$ cat config.mk
export PLATFORM = sky130hd
export DESIGN_NAME = obbsat_dot
export DESIGN_NICKNAME = d
export VERILOG_FILES = /design/src/rtl/obbsat_pkg.sv /design/src/rtl/obbsat_dot.sv
export SDC_FILE = /design/constraint.sdc
export NUM_CORES = 2
export LEC_CHECK = 0
export ABC_AREA = 1
export ABC_CLOCK_PERIOD_IN_PS = 11500
export BUFFER_PORTS_ARGS = -buffer_cell sky130_fd_sc_hd__buf_2
export CORE_ASPECT_RATIO = 1.4
export CORE_MARGIN = 5
export CORE_UTILIZATION = 35
export CTS_BUF_LIST = sky130_fd_sc_hd__clkbuf_4
export DETAILED_ROUTE_END_ITERATION = 8
export MAX_ROUTING_LAYER = met4
export PLACE_DENSITY = 0.51
export SLEW_MARGIN = 0
export SYNTH_ARGS = -nofsm -noshare
export SYNTH_HDL_FRONTEND = slang
export SYNTH_SLANG_ARGS = --single-unit
$ cat constraint.sdc
create_clock -name clk -period 11.5 [get_ports clk]
set_clock_uncertainty 0.2 [all_clocks]
set_input_delay 2.875 -clock clk [delete_from_list [all_inputs] [get_ports clk]]
set_output_delay 2.875 -clock clk [all_outputs]
set_load 0.02 [all_outputs]
$ cat src/rtl/obbsat_pkg.sv
// shared constants and types for the oriented box separating axis test
// no dependencies; imported by obbsat_dot and obb_overlap_separating_axis_2d
`default_nettype none

package obbsat_pkg;

    localparam int COORD_WIDTH_DEF = 24;

    localparam int AXIS_CODE_WIDTH = 3;
    localparam int NUM_AXES        = 4;

    // candidate axes in test order, plus the "no separating axis" code
    localparam logic [AXIS_CODE_WIDTH-1:0] AXIS_LEFT_A  = 3'd0;
    localparam logic [AXIS_CODE_WIDTH-1:0] AXIS_LEFT_B  = 3'd1;
    localparam logic [AXIS_CODE_WIDTH-1:0] AXIS_RIGHT_A = 3'd2;
    localparam logic [AXIS_CODE_WIDTH-1:0] AXIS_RIGHT_B = 3'd3;
    localparam logic [AXIS_CODE_WIDTH-1:0] AXIS_NONE    = 3'd4;

    // load enables for the stages inside a dot product lane
    typedef struct packed {
        logic prod;
        logic dot;
        logic mag;
    } adv_t;

endpackage

`default_nettype wire

$ cat src/rtl/obbsat_dot.sv
// three-stage dot product lane: products, sum, absolute value
// depends on obbsat_pkg for the stage enable struct
`default_nettype none

module obbsat_dot #(
    parameter int A_WIDTH = 25,
    parameter int B_WIDTH = 24
) (
    input  wire logic                           clk,
    input  wire obbsat_pkg::adv_t               ctl,
    input  wire logic signed [A_WIDTH-1:0]      ux,
    input  wire logic signed [A_WIDTH-1:0]      uy,
    input  wire logic signed [B_WIDTH-1:0]      vx,
    input  wire logic signed [B_WIDTH-1:0]      vy,
    output logic             [A_WIDTH+B_WIDTH-1:0] mag
);
    import obbsat_pkg::*;

    localparam int P_WIDTH = A_WIDTH + B_WIDTH;
    localparam int D_WIDTH = P_WIDTH + 1;

    logic signed [P_WIDTH-1:0] px_reg, px_next;
    logic signed [P_WIDTH-1:0] py_reg, py_next;
    logic signed [D_WIDTH-1:0] dot_reg, dot_next;
    logic        [D_WIDTH-1:0] dot_neg;
    logic        [P_WIDTH-1:0] mag_reg, mag_next;

    always_comb
    begin
        px_next  = P_WIDTH'(ux) * P_WIDTH'(vx);
        py_next  = P_WIDTH'(uy) * P_WIDTH'(vy);
        dot_next = {px_reg[P_WIDTH-1], px_reg} + {py_reg[P_WIDTH-1], py_reg};
        dot_neg  = -dot_reg;
        // magnitude never exceeds the product width, so the top bit drops
        mag_next = dot_reg[D_WIDTH-1] ? dot_neg[P_WIDTH-1:0] : dot_reg[P_WIDTH-1:0];
    end

    always_ff @(posedge clk)
    begin
        if (ctl.prod)
        begin
            px_reg <= px_next;
            py_reg <= py_next;
        end
        if (ctl.dot)
        begin
            dot_reg <= dot_next;
        end
        if (ctl.mag)
        begin
            mag_reg <= mag_next;
        end
    end

    assign mag = mag_reg;

endmodule

`default_nettype wire
Word-level counts from Yosys, hierarchy flattened
Cells that the tools add are included.
{"block": "classes", "n_addsub": 2, "n_mul": 2, "mux": 1}
{"operator": "$mul A25 B24 Y49", "count": 2}
{"operator": "$add A49 B49 Y50", "count": 1}
{"operator": "$mux W49", "count": 1}
{"operator": "$neg A49 Y49", "count": 1}
{"block": "word_totals", "regBits": 197, "output_inout_bits": 49, "word_cells": 9}

Longest topological paths before layout
{"block": "logic_depth", "depth_word": 2, "depth_mapped": 31, "mapped_depth_nobuf": 29}

Worst setup path after synthesis
OpenSTA, ideal clock, no wires.
{"block": "synth_path", "kind": "input to register", "startpoint": "input vx[1]", "endpoint": "register px_reg[47], data pin", "setup_ns": 0.253, "arrival_ns": 8.867, "t_required_ns": 11.047, "slack_ns": 2.180, "stages": 24, "path_buffers": 2, "path_cell_list": "clkbuf_1 clkbuf_1 nand2_1 inv_1 fa_1 fa_1 inv_1 fa_1 inv_1 fa_1 fa_1 inv_1 fa_1 inv_1 fa_1 ha_1 inv_1 nor3_1 and2_1 nand2_1 nor2_1 nand2_1 nand4_1 nand2_1"}
{"block": "synth_between", "elab_chain_len": 1}
{"item": "start, declared", "line_no": "obbsat_dot.sv:13", "text": "input wire logic signed [B_WIDTH-1:0] vx,"}
{"item": "$mul A25 B24 Y49", "line_no": "obbsat_dot.sv:30", "text": "px_next = P_WIDTH'(ux) * P_WIDTH'(vx);"}
{"item": "named net px_next[47]", "line_no": "obbsat_dot.sv:22", "text": "logic signed [P_WIDTH-1:0] px_reg, px_next;"}
{"item": "end signal, assigned", "line_no": "obbsat_dot.sv:42", "text": "px_reg <= px_next;"}
{"item": "end, declared", "line_no": "obbsat_dot.sv:22"}
The timed path passes the listed nets, and every way through them passes these cells.
A chain may end at the register's enable or synchronous reset.

Worst setup path in the final report
{"block": "layout_path", "startpoint": "input vy[0]", "endpoint": "register py_reg[38], data pin"}
{"block": "layout_between", "elab_chain_len": 1}
{"item": "start, declared", "line_no": "obbsat_dot.sv:14", "text": "input wire logic signed [B_WIDTH-1:0] vy,"}
{"item": "$mul A25 B24 Y49", "line_no": "obbsat_dot.sv:31", "text": "py_next = P_WIDTH'(uy) * P_WIDTH'(vy);"}
{"item": "named net py_next[38]", "line_no": "obbsat_dot.sv:23", "text": "logic signed [P_WIDTH-1:0] py_reg, py_next;"}
{"item": "end signal, assigned", "line_no": "obbsat_dot.sv:43", "text": "py_reg <= py_next;"}
{"item": "end, declared", "line_no": "obbsat_dot.sv:23"}
The timed path passes the listed nets, and every way through them passes these cells.

==> summary.txt <==
Finish
  – NumNets Final: ~9100
  – # fillers: around 18000
  – Most frequent cells in the layout: inv_1 (2207), nand2_1 (2126), fa_1 (1259)
  – Layout cell share with drive strength beyond 1: under 10%
  – Max FFs per register: 50
  – Area growth, synth to finish: 5.013%
  – Commonest non-fill, non-tap cell in the layout: inv_1

Setup path
  – FF-to-FF End: dot_reg[32]
  – CP max FO: 25
  – CP Class: input port to flip-flop
  – RR Startpoint: py_reg[0]
  – R2r worst-path depth: 13
  – Data arrival time of the critical path: around 9800 ps
  – Worst path required time: approximately 12000 ps
  – Worst setup EP type: flip-flop
  – Critical Path Start: vy[0]
  – R2R setup slack: about 8400 ps
  – Setup crit start kind: input port

Clock network
  – CTS resizes: 0
  – CTS Sinks: 197
  – Maximum clock path buffer count: 2
  – CTS tree: done
  – Clock Latency Late Sink: ~750 ps
  – Setup Fix Bufs, Post-CTS: 0
  – Root Buffer: clkbuf_4
  – TritonCTS Buffers: 17
  – Hold Buf Count CTS: 0
  – Clock-pin slew of the registers on the worst-case setup and hold paths: 190 ps
  – H-Tree Level Count: 4

Detailed routing
  – Via count: 44979
  – Drt first pass iters: 5
  – Routed wire length: between 150000 and 200000 um
  – # DRC: 0
  – Wire per inst: between 15 and 20 um
  – DRT iter0 DRCs: about 2200
  – Routed Antenna Nets: 0
  – Vias per cell: 4.705

STA
  – Worst-Margin Slew: between 1000 and 1500 ps
  – Slew Viols, Final: 0
  – Sum Neg Setup Slack: 0 ps
  – Highest clock rate: about 110 MHz
  – Fin crit share: around 82%
  – RSZ-0062 raised after global routing: false
  – Min Clock Period, post-route: between 9000 and 10000 ps
  – Final Hold Vio Count: 0
  – Final setup viols: 0
  – Slew headroom: approximately 25%

Min path
  – Source of the worst hold timing path: dot_reg[0]
  – WHS Endpoint: mag[0]
  – Hold Crit Depth: 0
  – Hold crit path type: flip-flop to flip-flop

Global routing
  – Grt total ovfl: 0
  – First-pass GRT wire length: 287800 um
  – Vias in the first global route: between 50000 and 60000
  – Initial antenna violation count: 8
  – Global Route Usage Sum: between 20% and 30%
  – Largest net degree at the start of global routing: 74

Floorplanning
  – Initial Util: about a third
  – CORE AREA: about 170000 um2
  – # rows: roughly 180
  – Ports: about 150
  – Die height: 493.1 um
  – Die X: ~360 um
  – Die area: roughly 180000 um2

Synth
  – Synth Flop Type: edfxtp_1
  – Sequential area share after synthesis: around a tenth
  – EDFF count, synth: ~200
  – Synth Warn #: 0
  – Seq cells post-synth: between 150 and 200
  – Synth async-reset ratio: 0%
  – Netlist cell types: 45
  – Synth area leaders: fa_1 (43%), inv_1 (14%), nand2_1 (14%)
  – Post-Synthesis Cells: 7459
  – Yosys top cell area share: between 40% and 50%
  – Mean area per synthesized cell: 7.824 um2
  – Post-Syn Area: roughly 60000 um2
  – Synth Net Count: ~9000
  – Synth area leader: fa_1

Placement
  – IO Port Bufs: 150
  – Post-DP HPWL: 156100 um
  – GP Congestion: between 0.9 and 1

Flow run
  – Max-Cap Viols: 0

Status
  – Outcome: finished clean
==> synthesized netlist by cell type, types with 2 or more instances <==
master,n
nand3_1,159
nand2_2,21
and2_1,4
edfxtp_1,197
xnor2_1,28
nor3_1,28
buf_1,2
a21oi_1,163
a21boi_0,2
xor2_1,115
o21ai_0,101
fa_1,1259
inv_1,2207
nor4_2,2
nand4_1,60
o21ai_2,2
ha_1,322
o21bai_1,15
nand2_1,2126
clkbuf_1,245
a21o_1,8
nor2_4,2
inv_2,4
nand3b_1,3
nand3_2,5
o21bai_2,2
nor2_1,327
nor3_2,6
o21ai_1,4
or2_2,13
a31oi_1,2
nor2_2,12
==> stage by stage <==
stage               hold slack, ps  instance area (um2)  std cells  worst slack, ps  utilization, %
floorplan                    226.4                58360       7459             2180               -
global placement             252.8                60950       9520             1275           36.69
detailed placement           248.5                60950       9520             1245           36.69
CTS                          301.8                61260       9552             2127           36.88
global route                 315.5                61280       9560             1691           36.89
finish                       288.4                61280       9560             2036           36.89
==> worst max-delay path by stage <==
stage	endpoint	slack (ps)	cells after the start
after floorplan	px_reg[47]	2180	24
after global placement	py_reg[38]	1270	20
after detailed placement	py_reg[38]	1250	20
after CTS	py_reg[38]	2130	20
after global routing	px_reg[48]	1690	24
final	py_reg[38]	2040	20
==> per-layer routing <==
| metal | GRT usage [%] | share of wire (%) | vias up |
|---|---|---|---|
| met4 | 6.299 | 3.3 | 0 |
| met2 | 42.03 | 55 | 895 |
| li1 | - | - | 21058 |
| met5 | - | 0 | - |
| met3 | 1.421 | 2.8 | 264 |
| met1 | 24.42 | 39 | 22762 |
==> cells by family after synthesis <==
group                      share of synthesized area [%]
adders and majority gates                          50.09
xor gates and xnor gates                           2.146
DFF                                                10.14
buffers and inverters                              15.83
and+or+nand+nor                                    19.00
AOI/OAI and AO/OA                                  2.800
==> critical path, cell delays in order <==
cell     delay, ps
buf_2          440
nand2_1        170
inv_1          160
fa_1           550
fa_1           730
inv_1          240
fa_1           570
inv_1          380
fa_1           530
fa_1           580
fa_1           430
fa_1           450
ha_1           400
nand2_1        120
nor2_1         270
nand2_1        180
nor3_1         260
nand3_1        220
nand4_1        160
nand2_1         70
==> area by class of cell <==
| cell class | instances | area [um2] | share of cell area, % |
|---|---|---|---|
| multi-input combinational | 4802 | 43210 | 70.50 |
| inverter | 2212 | 8303 | 13.55 |
| sequential | 197 | 5916 | 9.653 |
| tap | 2148 | 2688 | 4.386 |
| timing repair buffer | 161 | 835.8 | 1.364 |
| clock inverter | 14 | 178.9 | 0.2920 |
| clock buffer | 18 | 135.1 | 0.2205 |
| antenna | 8 | 20.02 | 0.03267 |
Power is left out: the tool's default activity adds up to more than one toggle a clock period on the data nets, which glitch-free logic cannot reach.
